`src/rtl/ik_pkg.sv`:
```
`timescale 1ns / 1ps
package ik_pkg;

  // CORDIC depth, shared by the rotation and vectoring units
  localparam int CORDIC_STEPS = 16;
  localparam int ATAN_LEN = 24;

  // field widths
  localparam int LEN_W = 16;
  localparam int OFS_W = 16;
  localparam int ANG_W = 17;
  localparam int TGT_W = 16;
  localparam int SH_W = 17;
  localparam int EL_W = 16;
  localparam int ST_W = 2;
  localparam int CFG_W = 17;
  localparam int CFG_IDX_W = 3;

  // internal widths
  localparam int AR_W = 19;            // angle during range reduction
  localparam int ROT_W = 34;           // rotation CORDIC x/y, Q2.30
  localparam int Z_W = 26;             // angle accumulator, 2^-16 degree
  localparam int VEC_W = 42;           // vectoring CORDIC x/y
  localparam int P_W = ROT_W + TGT_W;  // frame products
  localparam int S_W = P_W + 1;
  localparam int PX_W = 19;            // mapped point, Q8.8
  localparam int PP_W = 2 * PX_W;
  localparam int L2S_W = 51;           // squared distance, scaled by 2^16
  localparam int L_W = 26;             // distance, Q8.16
  localparam int ISQ_W = 62;
  localparam int ISQ_STEPS = ISQ_W / 2;
  localparam int ISQ_RW = ISQ_STEPS;
  localparam int N_W = 53;             // acos numerators, signed
  localparam int D_W = 52;             // acos denominators and magnitudes
  localparam int DIV_W = 53;
  localparam int Q_W = 31;             // acos argument magnitude, Q1.30
  localparam int DIV_STEPS = Q_W;
  localparam int U_W = 32;
  localparam int SUM_W = 28;
  localparam int RND_W = SUM_W - 9;

  // unit latencies
  localparam int ROT_LAT = CORDIC_STEPS + 2;
  localparam int VEC_LAT = CORDIC_STEPS + 1;

  // constants
  localparam int ROT_GAIN = 652032874;
  localparam int ANG_90 = 11520;
  localparam int ANG_180 = 23040;
  localparam int ANG_360 = 46080;
  localparam int DEG90_Z = 90 * 65536;
  localparam int DEG180_Z = 180 * 65536;
  localparam int HALF_Q30 = 1 << 29;
  localparam int HALF_Q97 = 256;
  localparam int SH_LO = -23040;
  localparam int SH_HI = 46080;
  localparam int EL_LO = 23040;
  localparam int EL_HI = 46080;
  localparam int SH_MIN = 12800;
  localparam int SH_MAX = 23040;
  localparam int EL_MIN = 28160;
  localparam int EL_MAX = 38400;
  localparam logic [ISQ_W-1:0] ONE_Q60 = ISQ_W'(1) << 60;

  // register indexes
  localparam logic [CFG_IDX_W-1:0] REG_UPPER = 3'd0;
  localparam logic [CFG_IDX_W-1:0] REG_FORE = 3'd1;
  localparam logic [CFG_IDX_W-1:0] REG_OFS_X = 3'd2;
  localparam logic [CFG_IDX_W-1:0] REG_OFS_Y = 3'd3;
  localparam logic [CFG_IDX_W-1:0] REG_ANGLE = 3'd4;

  // status codes
  localparam logic [ST_W-1:0] ST_OK = 2'd0;
  localparam logic [ST_W-1:0] ST_LIMIT = 2'd1;
  localparam logic [ST_W-1:0] ST_UNREACH = 2'd2;

  typedef logic signed [ROT_W-1:0] rot_t;
  typedef logic signed [Z_W-1:0] zang_t;
  typedef logic signed [VEC_W-1:0] vec_t;

  // atan(2^-i) in 2^-16 degree
  function automatic zang_t atan_step(input int i);
    case (i)
      0: return Z_W'(2949120);
      1: return Z_W'(1740967);
      2: return Z_W'(919879);
      3: return Z_W'(466945);
      4: return Z_W'(234379);
      5: return Z_W'(117304);
      6: return Z_W'(58666);
      7: return Z_W'(29335);
      8: return Z_W'(14668);
      9: return Z_W'(7334);
      10: return Z_W'(3667);
      11: return Z_W'(1833);
      12: return Z_W'(917);
      13: return Z_W'(458);
      14: return Z_W'(229);
      15: return Z_W'(115);
      16: return Z_W'(57);
      17: return Z_W'(29);
      18: return Z_W'(14);
      19: return Z_W'(7);
      20: return Z_W'(4);
      21: return Z_W'(2);
      22: return Z_W'(1);
      default: return '0;
    endcase
  endfunction

endpackage

```
`src/rtl/ik_isqrt.sv`:
```
`timescale 1ns / 1ps
module ik_isqrt import ik_pkg::*; (
  input  logic              clk,
  input  logic              en,
  input  logic [ISQ_W-1:0]  rad,
  output logic [ISQ_RW-1:0] root
);

  logic [ISQ_W-1:0] n_r [ISQ_STEPS];
  logic [ISQ_W-1:0] res_r [ISQ_STEPS];

  // one result bit per stage, most significant first
  for (genvar k = 0; k < ISQ_STEPS; k++) begin : g_step
    localparam logic [ISQ_W-1:0] BITV = ISQ_W'(1) << (2 * (ISQ_STEPS - 1 - k));
    logic [ISQ_W-1:0] n_in, res_in, trial, n_nxt, res_nxt;
    if (k == 0) begin : g_first
      assign n_in = rad;
      assign res_in = '0;
    end else begin : g_next
      assign n_in = n_r[k-1];
      assign res_in = res_r[k-1];
    end
    always_comb begin
      trial = res_in + BITV;
      if (n_in >= trial) begin
        n_nxt = n_in - trial;
        res_nxt = (res_in >> 1) + BITV;
      end else begin
        n_nxt = n_in;
        res_nxt = res_in >> 1;
      end
    end
    always_ff @(posedge clk) begin
      if (en) begin
        n_r[k] <= n_nxt;
        res_r[k] <= res_nxt;
      end
    end
  end

  assign root = res_r[ISQ_STEPS-1][ISQ_RW-1:0];

endmodule

```
`config.mk`:
```
export PLATFORM = sky130hd
export DESIGN_NAME = ik_isqrt
export DESIGN_NICKNAME = d
export VERILOG_FILES = /design/src/rtl/ik_pkg.sv /design/src/rtl/ik_isqrt.sv
export SDC_FILE = /design/constraint.sdc
export NUM_CORES = 2
export LEC_CHECK = 0
export BUFFER_PORTS_ARGS = -buffer_cell sky130_fd_sc_hd__buf_4
export CORE_ASPECT_RATIO = 0.8
export CORE_MARGIN = 5
export CORE_UTILIZATION = 55
export CTS_BUF_LIST = sky130_fd_sc_hd__clkbuf_8
export CTS_CLUSTER_DIAMETER = 60
export DETAILED_ROUTE_END_ITERATION = 12
export PLACE_DENSITY = 0.7
export SYNTH_ARGS = -nofsm -noshare
export SYNTH_HDL_FRONTEND = slang
export SYNTH_SLANG_ARGS = --single-unit
```
`constraint.sdc`:
```
create_clock -name clk -period 8.45 [get_ports clk]
set_input_delay 0.845 -clock clk [delete_from_list [all_inputs] [get_ports clk]]
set_output_delay 0.845 -clock clk [all_outputs]
set_load 0.01 [all_outputs]
```
==> run_results.csv <==
group,metric,value,unit
synth,synth.top_cell.area_share,62.94,%
synth,syn-num-nets,9477,
power_and_ir_drop,p_leak,0.04682,uW
power_and_ir_drop,power_density,257.2,nW/um^2
global_route,grt_pass1_vias,69190,
cts,clkTransAtPathRegs,0.06,ns
cts,cts_setup_buffers,0,
floorplanning,initial_core_util,55.28,%
timing,fin_crit,5.106,ns
timing,fmax,0.1958,GHz
power_and_ir_drop,total_power,31830,uW
min_path,worstHoldPathCells,3,
synth,synth_area,112400,um^2
synth,ys.flop_type,"edfxtp_1",
setup_path,path_max_fanout,63,
setup_path,endpoint_kind,"register",
min_path,hp-class,"input port to register",
timing,tightest_slew,1.444,ns
timing,finClkSkew,0.07689,ns
cts,clock_latency,0.97,ns
setup_path,start_kind,"register",
drt,wl_per_cell,20.91,um
synth,yosysTopAreaCell,"edfxtp_1",
layout,final_cells,12270,
cts,cts_tree,"yes",
synth,netlist_instances,8888,
global_route,grt_pass1_wl,398100,um
drt,viasPerCell,5.861,
synth,synth_area_leaders,"edfxtp_1 63%, ha_1 5.8%, xnor2_1 3.3%",
setup_path,arrival,5.79,ns
cts,cts_root_buf,"clkbuf_8",
place,dp_hpwl,187500,um
synth,yosysWarnings,0,
layout,multiInputGateArea,38640,um^2
place,dp_cells,11560,
cts,cts.path.max_buffers,4,
synth,synth_edf_count,2356,
synth,synth_seq_area_share,62.94,%
timing,fin_crit_sh,60.43,%
drt,totalWireLength,256600,um
timing,timing_hold_violations_final,0,
setup_path,reg2reg_depth,11,
timing,relSlewSlack,2.870,%
floorplanning,die_x,515.4,um
floorplanning,rows,148,
drt,drt-pass1-iter-count,6,
global_route,grt_max_degree,183,
drt,via_count,71940,
status,status,"completed",
global_route,grt-ovfl-total,0,
place,gp_congestion,0.9283,
layout,regArea,70750,um^2
layout,fillers,15820,
setup_path,regToRegSetupSlack,3.34,ns
cts,tritoncts.num_buffers,367,
min_path,min_from,"rad[61]",
floorplanning,dieArea,213600,um^2
synth,ys_ff_latch,2356,
job,cap_viol_max_count,0,
timing,grt_setup_unrepaired,"no",
synth,synth_cell_types,93,
global_route,track_usage,23.54,%
layout,final_cell_mix,"2356 x edfxtp_1, 748 x inv_1, 605 x nand2_1",
cts,cts-resized-gates,0,
cts,numClockSinks,2356,
floorplanning,ios,95,
floorplanning,die_h,414.4,um
layout,final_common_cell,"edfxtp_1",
timing,setup_viol,0,
synth,async_reset_ff_share,0,%
setup_path,rr_startpoint,"n_r[1][741]$_DFFE_PP_",
layout,syn_to_final_growth,10.11,%
timing,drv_slew,0,
place,numPortBuffers,94,
drt,final_antenna_net_count,0,
layout,drive_gt1_share,7.921,%
setup_path,crit_required,9.13,ns
timing,tns,0,ns
cts,h-tree-depth,5,
setup_path,rr_endpoint,"n_r[1][805]$_DFFE_PP_",
power_and_ir_drop,vdd_ir_drop_max,0.0001827,V
setup_path,crit_type,"register to register",
floorplanning,core_area,203300,um^2
global_route,antenna_found_initial,16,
drt,drt_drc_violations_left,0,
drt,drtIter0Drc,7092,
min_path,hold_end,"n_r[0][61]$_DFFE_PP_",
layout,nets,9882,
synth,syn_avg_cell_area,12.65,um^2
==> worst max-delay path: stages, from the launching register on <==
cell and delay (ns):
edfxtp_1 0.44, or4_1 0.58, nor3_1 1.00, nand3_1 0.53, nor2_1 0.29, or3_1 0.20
a41oi_4 0.04, buf_4 0.34, or3_4 0.47, or3_1 0.48, nor4b_2 0.32, xor2_1 0.09
==> repair_timing <==
item / CTS / global route
hold buffers: 60 / 0
endpoints found under the hold margin: 60 / 0
setup endpoints to repair: 0 / 0
==> cells in the mapped netlist, types with 10 or more instances <==
master / count
edfxtp_1: 2356
inv_1: 645
nand2_1: 605
nor2_1: 553
ha_1: 525
a21oi_1: 507
o21ai_0: 444
xnor2_1: 421
xor2_1: 406
nor4_1: 301
nor3_1: 234
a21o_1: 196
nand3_1: 173
clkbuf_1: 139
nand4_1: 133
nand2b_1: 115
or3_1: 104
o21a_1: 94
mux2_2: 84
nor2b_1: 76
or4_1: 56
a31oi_1: 52
nor4b_1: 48
o21bai_1: 44
and3_1: 40
a211oi_1: 38
o31ai_1: 36
nand3b_1: 31
or2_2: 31
and2_1: 27
nor3b_1: 26
o211ai_1: 26
a2111oi_0: 23
a21boi_0: 20
a211o_1: 17
buf_1: 17
nand4b_1: 16
and4_1: 15
a221oi_1: 12
mux2i_1: 12
and4b_1: 11
o2111ai_1: 11
buf_2: 10
o211a_1: 10
==> state kept, by name, summed over array words and instances (netlist names) <==
register,cells
res_r,496
n_r,1860
==> how the worst max path moves through the flow <==
stage	depth (start not counted)	endpoint	start
final	11	n_r[1][805]$_DFFE_PP_	n_r[1][741]$_DFFE_PP_
after global routing	11	n_r[1][795]$_DFFE_PP_	n_r[1][741]$_DFFE_PP_
after CTS	11	n_r[1][805]$_DFFE_PP_	n_r[1][741]$_DFFE_PP_
after detailed placement	11	n_r[1][805]$_DFFE_PP_	n_r[1][741]$_DFFE_PP_
after global placement	11	n_r[1][805]$_DFFE_PP_	n_r[1][740]$_DFFE_PP_
after floorplan	11	n_r[0][983]$_DFFE_PP_	n_r[0][919]$_DFFE_PP_
==> report_power, final <==
group,internal (uW),switching (uW)
Sequential,14800,1170
Combinational,2850,4050
Clock,4510,4410
==> area by class of cell <==
class / count / area share (%)
antenna: 5 / 0.01011
clock buffer: 373 / 4.148
clock inverter: 272 / 1.251
inverter: 648 / 1.965
multi-input combinational: 5713 / 31.22
sequential: 2356 / 57.16
tap: 2700 / 2.729
timing repair buffer: 207 / 1.514
==> per-layer routing <==
metal	wire, um	global-route usage, %	up-vias
li1	-	-	34140
met1	118500	35.58	34980
met2	115100	36.08	2408
met3	17940	3.899	408
met4	5118	5.294	2
met5	17	0	-
==> cells by family (layout without fill, tap and decap cells) <==
family                   Yosys count  count (layout)  share of synthesized area [%]
flip-flops                      2356            2356                          62.94
AND/OR/NAND/NOR                 2622            2622                          12.00
buffers and inverters            819            1500                          2.773
XOR/XNOR                         827             827                          6.444
adder cells (fa/ha/maj)          525             525                          5.844
multiplexers                      96              96                         0.9484
other                              0               5                              0
AO/OA/AOI/OAI                   1643            1643                          9.054
==> through the flow <==
stage               util, %  worst slack [ns]  hold slack, ns  area [um^2]
floorplan                 -             4.909          0.4166       112400
global placement      57.29             3.465          0.4224       116500
detailed placement    57.29             3.465          0.4271       116500
CTS                   60.87             3.474          0.1507       123800
global route          60.87             3.215          0.2073       123800
finish                60.87             3.344          0.2380       123800
Note: power is estimated with default switching activity, not from simulation.
