--- config.mk ---
export PLATFORM = sky130hd
export DESIGN_NAME = ik_cordic_rot
export DESIGN_NICKNAME = d
export VERILOG_FILES = /design/src/rtl/ik_pkg.sv /design/src/rtl/ik_cordic_rot.sv
export SDC_FILE = /design/constraint.sdc
export NUM_CORES = 2
export LEC_CHECK = 0
export CORE_MARGIN = 2
export CORE_UTILIZATION = 45
export CTS_CLUSTER_DIAMETER = 120
export DETAILED_ROUTE_END_ITERATION = 16
export DONT_BUFFER_PORTS = 1
export GPL_TIMING_DRIVEN = 0
export HOLD_SLACK_MARGIN = 0.02
export PLACE_DENSITY = 0.63
export SLEW_MARGIN = 10
export SYNTH_ARGS = -nofsm -noshare
export SYNTH_HDL_FRONTEND = slang
export SYNTH_SLANG_ARGS = --single-unit
--- constraint.sdc ---
create_clock -name clk -period 6.7 [get_ports clk]
set_clock_uncertainty 0.15 [all_clocks]
set_input_delay 0.335 -clock clk [delete_from_list [all_inputs] [get_ports clk]]
set_output_delay 0.335 -clock clk [all_outputs]
set_load 0.02 [all_outputs]
--- src/rtl/ik_pkg.sv ---
`timescale 1ns / 1ps
package ik_pkg;

  // CORDIC depth, shared by the rotation and vectoring units
  localparam int CORDIC_STEPS = 16;
  localparam int ATAN_LEN = 24;

  // field widths
  localparam int LEN_W = 16;
  localparam int OFS_W = 16;
  localparam int ANG_W = 17;
  localparam int TGT_W = 16;
  localparam int SH_W = 17;
  localparam int EL_W = 16;
  localparam int ST_W = 2;
  localparam int CFG_W = 17;
  localparam int CFG_IDX_W = 3;

  // internal widths
  localparam int AR_W = 19;            // angle during range reduction
  localparam int ROT_W = 34;           // rotation CORDIC x/y, Q2.30
  localparam int Z_W = 26;             // angle accumulator, 2^-16 degree
  localparam int VEC_W = 42;           // vectoring CORDIC x/y
  localparam int P_W = ROT_W + TGT_W;  // frame products
  localparam int S_W = P_W + 1;
  localparam int PX_W = 19;            // mapped point, Q8.8
  localparam int PP_W = 2 * PX_W;
  localparam int L2S_W = 51;           // squared distance, scaled by 2^16
  localparam int L_W = 26;             // distance, Q8.16
  localparam int ISQ_W = 62;
  localparam int ISQ_STEPS = ISQ_W / 2;
  localparam int ISQ_RW = ISQ_STEPS;
  localparam int N_W = 53;             // acos numerators, signed
  localparam int D_W = 52;             // acos denominators and magnitudes
  localparam int DIV_W = 53;
  localparam int Q_W = 31;             // acos argument magnitude, Q1.30
  localparam int DIV_STEPS = Q_W;
  localparam int U_W = 32;
  localparam int SUM_W = 28;
  localparam int RND_W = SUM_W - 9;

  // unit latencies
  localparam int ROT_LAT = CORDIC_STEPS + 2;
  localparam int VEC_LAT = CORDIC_STEPS + 1;

  // constants
  localparam int ROT_GAIN = 652032874;
  localparam int ANG_90 = 11520;
  localparam int ANG_180 = 23040;
  localparam int ANG_360 = 46080;
  localparam int DEG90_Z = 90 * 65536;
  localparam int DEG180_Z = 180 * 65536;
  localparam int HALF_Q30 = 1 << 29;
  localparam int HALF_Q97 = 256;
  localparam int SH_LO = -23040;
  localparam int SH_HI = 46080;
  localparam int EL_LO = 23040;
  localparam int EL_HI = 46080;
  localparam int SH_MIN = 12800;
  localparam int SH_MAX = 23040;
  localparam int EL_MIN = 28160;
  localparam int EL_MAX = 38400;
  localparam logic [ISQ_W-1:0] ONE_Q60 = ISQ_W'(1) << 60;

  // register indexes
  localparam logic [CFG_IDX_W-1:0] REG_UPPER = 3'd0;
  localparam logic [CFG_IDX_W-1:0] REG_FORE = 3'd1;
  localparam logic [CFG_IDX_W-1:0] REG_OFS_X = 3'd2;
  localparam logic [CFG_IDX_W-1:0] REG_OFS_Y = 3'd3;
  localparam logic [CFG_IDX_W-1:0] REG_ANGLE = 3'd4;

  // status codes
  localparam logic [ST_W-1:0] ST_OK = 2'd0;
  localparam logic [ST_W-1:0] ST_LIMIT = 2'd1;
  localparam logic [ST_W-1:0] ST_UNREACH = 2'd2;

  typedef logic signed [ROT_W-1:0] rot_t;
  typedef logic signed [Z_W-1:0] zang_t;
  typedef logic signed [VEC_W-1:0] vec_t;

  // atan(2^-i) in 2^-16 degree
  function automatic zang_t atan_step(input int i);
    case (i)
      0: return Z_W'(2949120);
      1: return Z_W'(1740967);
      2: return Z_W'(919879);
      3: return Z_W'(466945);
      4: return Z_W'(234379);
      5: return Z_W'(117304);
      6: return Z_W'(58666);
      7: return Z_W'(29335);
      8: return Z_W'(14668);
      9: return Z_W'(7334);
      10: return Z_W'(3667);
      11: return Z_W'(1833);
      12: return Z_W'(917);
      13: return Z_W'(458);
      14: return Z_W'(229);
      15: return Z_W'(115);
      16: return Z_W'(57);
      17: return Z_W'(29);
      18: return Z_W'(14);
      19: return Z_W'(7);
      20: return Z_W'(4);
      21: return Z_W'(2);
      22: return Z_W'(1);
      default: return '0;
    endcase
  endfunction

endpackage

--- src/rtl/ik_cordic_rot.sv ---
`timescale 1ns / 1ps
module ik_cordic_rot import ik_pkg::*; (
  input  logic                    clk,
  input  logic                    en,
  input  logic signed [ANG_W-1:0] ang,
  output rot_t                    cos_q,
  output rot_t                    sin_q
);

  rot_t  x_r [CORDIC_STEPS+1];
  rot_t  y_r [CORDIC_STEPS+1];
  zang_t z_r [CORDIC_STEPS+1];
  logic  neg_r [CORDIC_STEPS+1];
  rot_t  c_r, s_r;

  // range reduction to [-90,90]
  always_ff @(posedge clk) begin
    logic signed [AR_W-1:0] a;
    logic n;
    if (en) begin
      a = AR_W'(ang);
      for (int k = 0; k < 2; k++) begin
        if (a > ANG_180) a = AR_W'(a - ANG_360);
        if (a <= -ANG_180) a = AR_W'(a + ANG_360);
      end
      n = 1'b0;
      if (a > ANG_90) begin
        a = AR_W'(a - ANG_180);
        n = 1'b1;
      end else if (a < -ANG_90) begin
        a = AR_W'(a + ANG_180);
        n = 1'b1;
      end
      x_r[0] <= ROT_W'(ROT_GAIN);
      y_r[0] <= '0;
      z_r[0] <= Z_W'(a) <<< 9;
      neg_r[0] <= n;
    end
  end

  for (genvar i = 0; i < CORDIC_STEPS; i++) begin : g_step
    localparam zang_t ATAN_I = atan_step(i);
    rot_t xn, yn;
    zang_t zn;
    always_comb begin
      if (z_r[i] >= 0) begin
        xn = x_r[i] - (y_r[i] >>> i);
        yn = y_r[i] + (x_r[i] >>> i);
        zn = z_r[i] - ATAN_I;
      end else begin
        xn = x_r[i] + (y_r[i] >>> i);
        yn = y_r[i] - (x_r[i] >>> i);
        zn = z_r[i] + ATAN_I;
      end
    end
    always_ff @(posedge clk) begin
      if (en) begin
        x_r[i+1] <= xn;
        y_r[i+1] <= yn;
        z_r[i+1] <= zn;
        neg_r[i+1] <= neg_r[i];
      end
    end
  end

  always_ff @(posedge clk) begin
    if (en) begin
      c_r <= neg_r[CORDIC_STEPS] ? -x_r[CORDIC_STEPS] : x_r[CORDIC_STEPS];
      s_r <= neg_r[CORDIC_STEPS] ? -y_r[CORDIC_STEPS] : y_r[CORDIC_STEPS];
    end
  end

  assign cos_q = c_r;
  assign sin_q = s_r;

endmodule

==> metrics.cfg <==
[detailed_routing]
drt_first_iter_violations = 5754
route.detailed.drc = 0
wl_per_cell_um = 19.1
vias = 89762
dr.pass1.iters = 6
vias_per_cell = 5.75
ant_nets = 0
routed_wl_mm = 298

[worst_hold_path]
hold_path_class = input port to flop

[outcome]
status = complete, no violations

[setup_path]
path_class = flop to flop
worstRegToRegCells = 21
endpoint = y_r[0][339]
cp-start-kind = flop
r2r-end = y_r[0][339]
crit_start = z_r[0][233]
cp_max_fo = 10
r2r_slack_ps = 240
rr_startpoint = z_r[0][233]
cp.arrival_ps = 6860
crit_required_ps = 7100
endpoint_kind = flop

[yosys]
synth_fp_nets = 13208
synth_cells = 11852
yosysTopAreaCellShare_pct = 37.2
async_flop_share_pct = 0
ys.warnings.count = 0
netlist_area_mm2 = 0.116
synth_top_area_cell = edfxtp_1
synth_top_flop_cell = edfxtp_1
seq_area_frac_synth_pct = 37.2
synth.area.top_cells = edfxtp_1, ha_1, xnor2_1
synth-seq-cells = 1433
synth_cell_types = 108
syn_area_per_cell_um2 = 9.76
synth_edf_count = 1433

[cells_and_area]
multiInputGateArea_mm2 = 0.0705
seq_area_mm2 = 0.0430
drive_gt1_share_pct = 5.05
fillers = 23192
final_cell_mix = edfxtp_1, ha_1, xnor2_1, nor2_1, nand2_1
final_nets = 13435
syn_to_final_growth_pct = 9.68
post-route-util_pct = 49.5
final_common_cell = edfxtp_1

[clock_network]
clock_latency_ps = 870
tritoncts = yes
cts.path.max_buffers = 3
root_buffer = clkbuf_16
cts.clk_slew.worst_paths_ps = 60
clock-sinks = 1433
ctsHtreeMaxLevel = 4
cts_buffers = 172

[place]
portBuffers = 0
gp_congestion = 0.952
place_hpwl_mm = 235

[timing]
timing.final.crit_share_pct = 96.4
setup_viol = 0
period_minus_slack_ps = 6460
finalHoldViolations = 0
worstMarginPinSlew_ps = 1310
drv_slew = 0
worst_slew_margin_rel_pct = 12.9
max_clock_freq_mhz = 155

[die]
start_util_pct = 45.2
coreArea_mm2 = 0.256
num_rows = 186
chipWidth_um = 511
top_level_ports = 87
die_h_um = 511
die_area_mm2 = 0.261

[global_route]
grt_antenna_before_repair = 4
grt_pass1_wl_mm = 471
grt_max_degree = 286
globalRoute.totalOverflow = 0
track_usage_pct = 22.1
grt_pass1_vias = 88256

[flow_run]
drv_cap = 0

how the worst min path moves through the flow:
| stage | cells past startpoint | slack (ps) | startpoint | end |
|---|---|---|---|---|
| CTS | 4 | 70 | ang[16] | z_r[0][24] |
| detailed placement | 0 | 250 | neg_r[0][9] | neg_r[0][10] |
| finish | 4 | 80 | ang[16] | z_r[0][24] |
| global placement | 0 | 250 | neg_r[0][9] | neg_r[0][10] |
| floorplan | 0 | 250 | neg_r[0][9] | neg_r[0][10] |
| global route | 4 | 80 | ang[16] | z_r[0][24] |
Yosys cell counts (16+ instances only):
cell type and n:
ha_1 1298, nor3_1 436, o41ai_1 95, o31a_1 38, a31oi_1 80, nand4_1 32, or4_1 94, o21ai_0 700
o211ai_1 66, edfxtp_1 1433, nand3b_1 27, nand3_1 281, a31o_2 55, nor3b_1 21, a211oi_1 124, xor2_1 587
a41oi_1 33, a2111oi_0 42, a21boi_0 97, mux2i_1 48, clkbuf_1 117, buf_1 26, a21o_1 261, nand2_1 821
fa_1 39, o21a_1 130, nor4_1 86, o31ai_1 234, and3_1 91, or2_2 64, nand2b_1 180, or3_1 199
inv_1 524, a211o_1 38, nor2_1 935, o21bai_1 118, o211a_1 18, a21oi_1 796, nor2b_1 128, or3b_2 16
xnor2_1 1150, o2111ai_1 16, and2_1 66
through the flow:
step	area (um^2)	hold slack, ps	instances	setup slack, ps	setup TNS (ps)
after floorplan	116000	250	11852	294	0
after global placement	120000	251	15236	-2550	-152340
after detailed placement	120000	255	15244	-1810	-80860
after CTS	126000	74.5	15581	0.718	0
after global routing	127000	77.9	15607	-41.3	-64.0
final	127000	76.7	15607	238	0
cell type report:
cell class / count / area share (%)
multi-input cells: 9736 / 55.6
flip-flops and latches: 1433 / 33.9
clock buffers: 197 / 3.48
well taps: 3384 / 3.34
inverters: 530 / 1.59
clock inverters: 116 / 0.978
plain buffers: 149 / 0.582
repair buffers: 57 / 0.542
diodes: 5 / 0.00986
logic make-up (layout without fill, tap and decap cells):
logic type / after synthesis / in the layout / share of synthesized area, %
adders and majority gates: 1337 / 1337 / 14.7
buffers and inverters: 683 / 1049 / 2.26
and+or+nand+nor: 3529 / 3529 / 14.9
AOI/OAI and AO/OA: 3073 / 3073 / 17.3
xor gates and xnor gates: 1738 / 1738 / 13.2
DFF: 1433 / 1433 / 37.2
muxes: 59 / 59 / 0.531
other: 0 / 5 / 0
flip-flops by register name, indices dropped and copies added (netlist names):
| name | count |
|---|---|
| x_r | 484 |
| y_r | 510 |
| sin_q | 34 |
| neg_r | 17 |
| z_r | 354 |
| cos_q | 34 |
routing by layer:
layer | up-vias | GRT usage (%) | routed length, um
li1 | 44655 | - | -
met1 | 42543 | 26.3 | 125000
met2 | 1954 | 40.1 | 150000
met3 | 610 | 2.37 | 10900
met4 | 0 | 9.16 | 12400
met5 | - | 0 | 0
worst max-delay path, cell delays in order, from the launching register on:
cell and delay [ps]:
edfxtp_1 370, buf_12 140, clkbuf_1 390, clkbuf_2 340, nand2_1 80, o21ai_1 250
ha_1 320, a21o_1 160, a21o_1 200, a21oi_1 210, o21ai_1 140, nor4bb_1 480
o31ai_1 330, a2111oi_2 450, o21ai_1 170, a211o_1 330, a2111oi_2 380, o31ai_1 200
or4b_1 500, a31o_2 250, a21oi_1 180, xnor2_1 120
what timing repair did:
action                                 in CTS  in global routing
resized for setup                          92                128
gates cloned                                0                  1
endpoints found under the hold margin     217                  0
hold buffers                               20                  0
setup endpoints to repair                 177                104
buffers inserted                            8                 19
pin swaps                                   3                 18
Power is not shown: default switching activity piles up to over one toggle a cycle in this logic, so the estimate is an artifact.
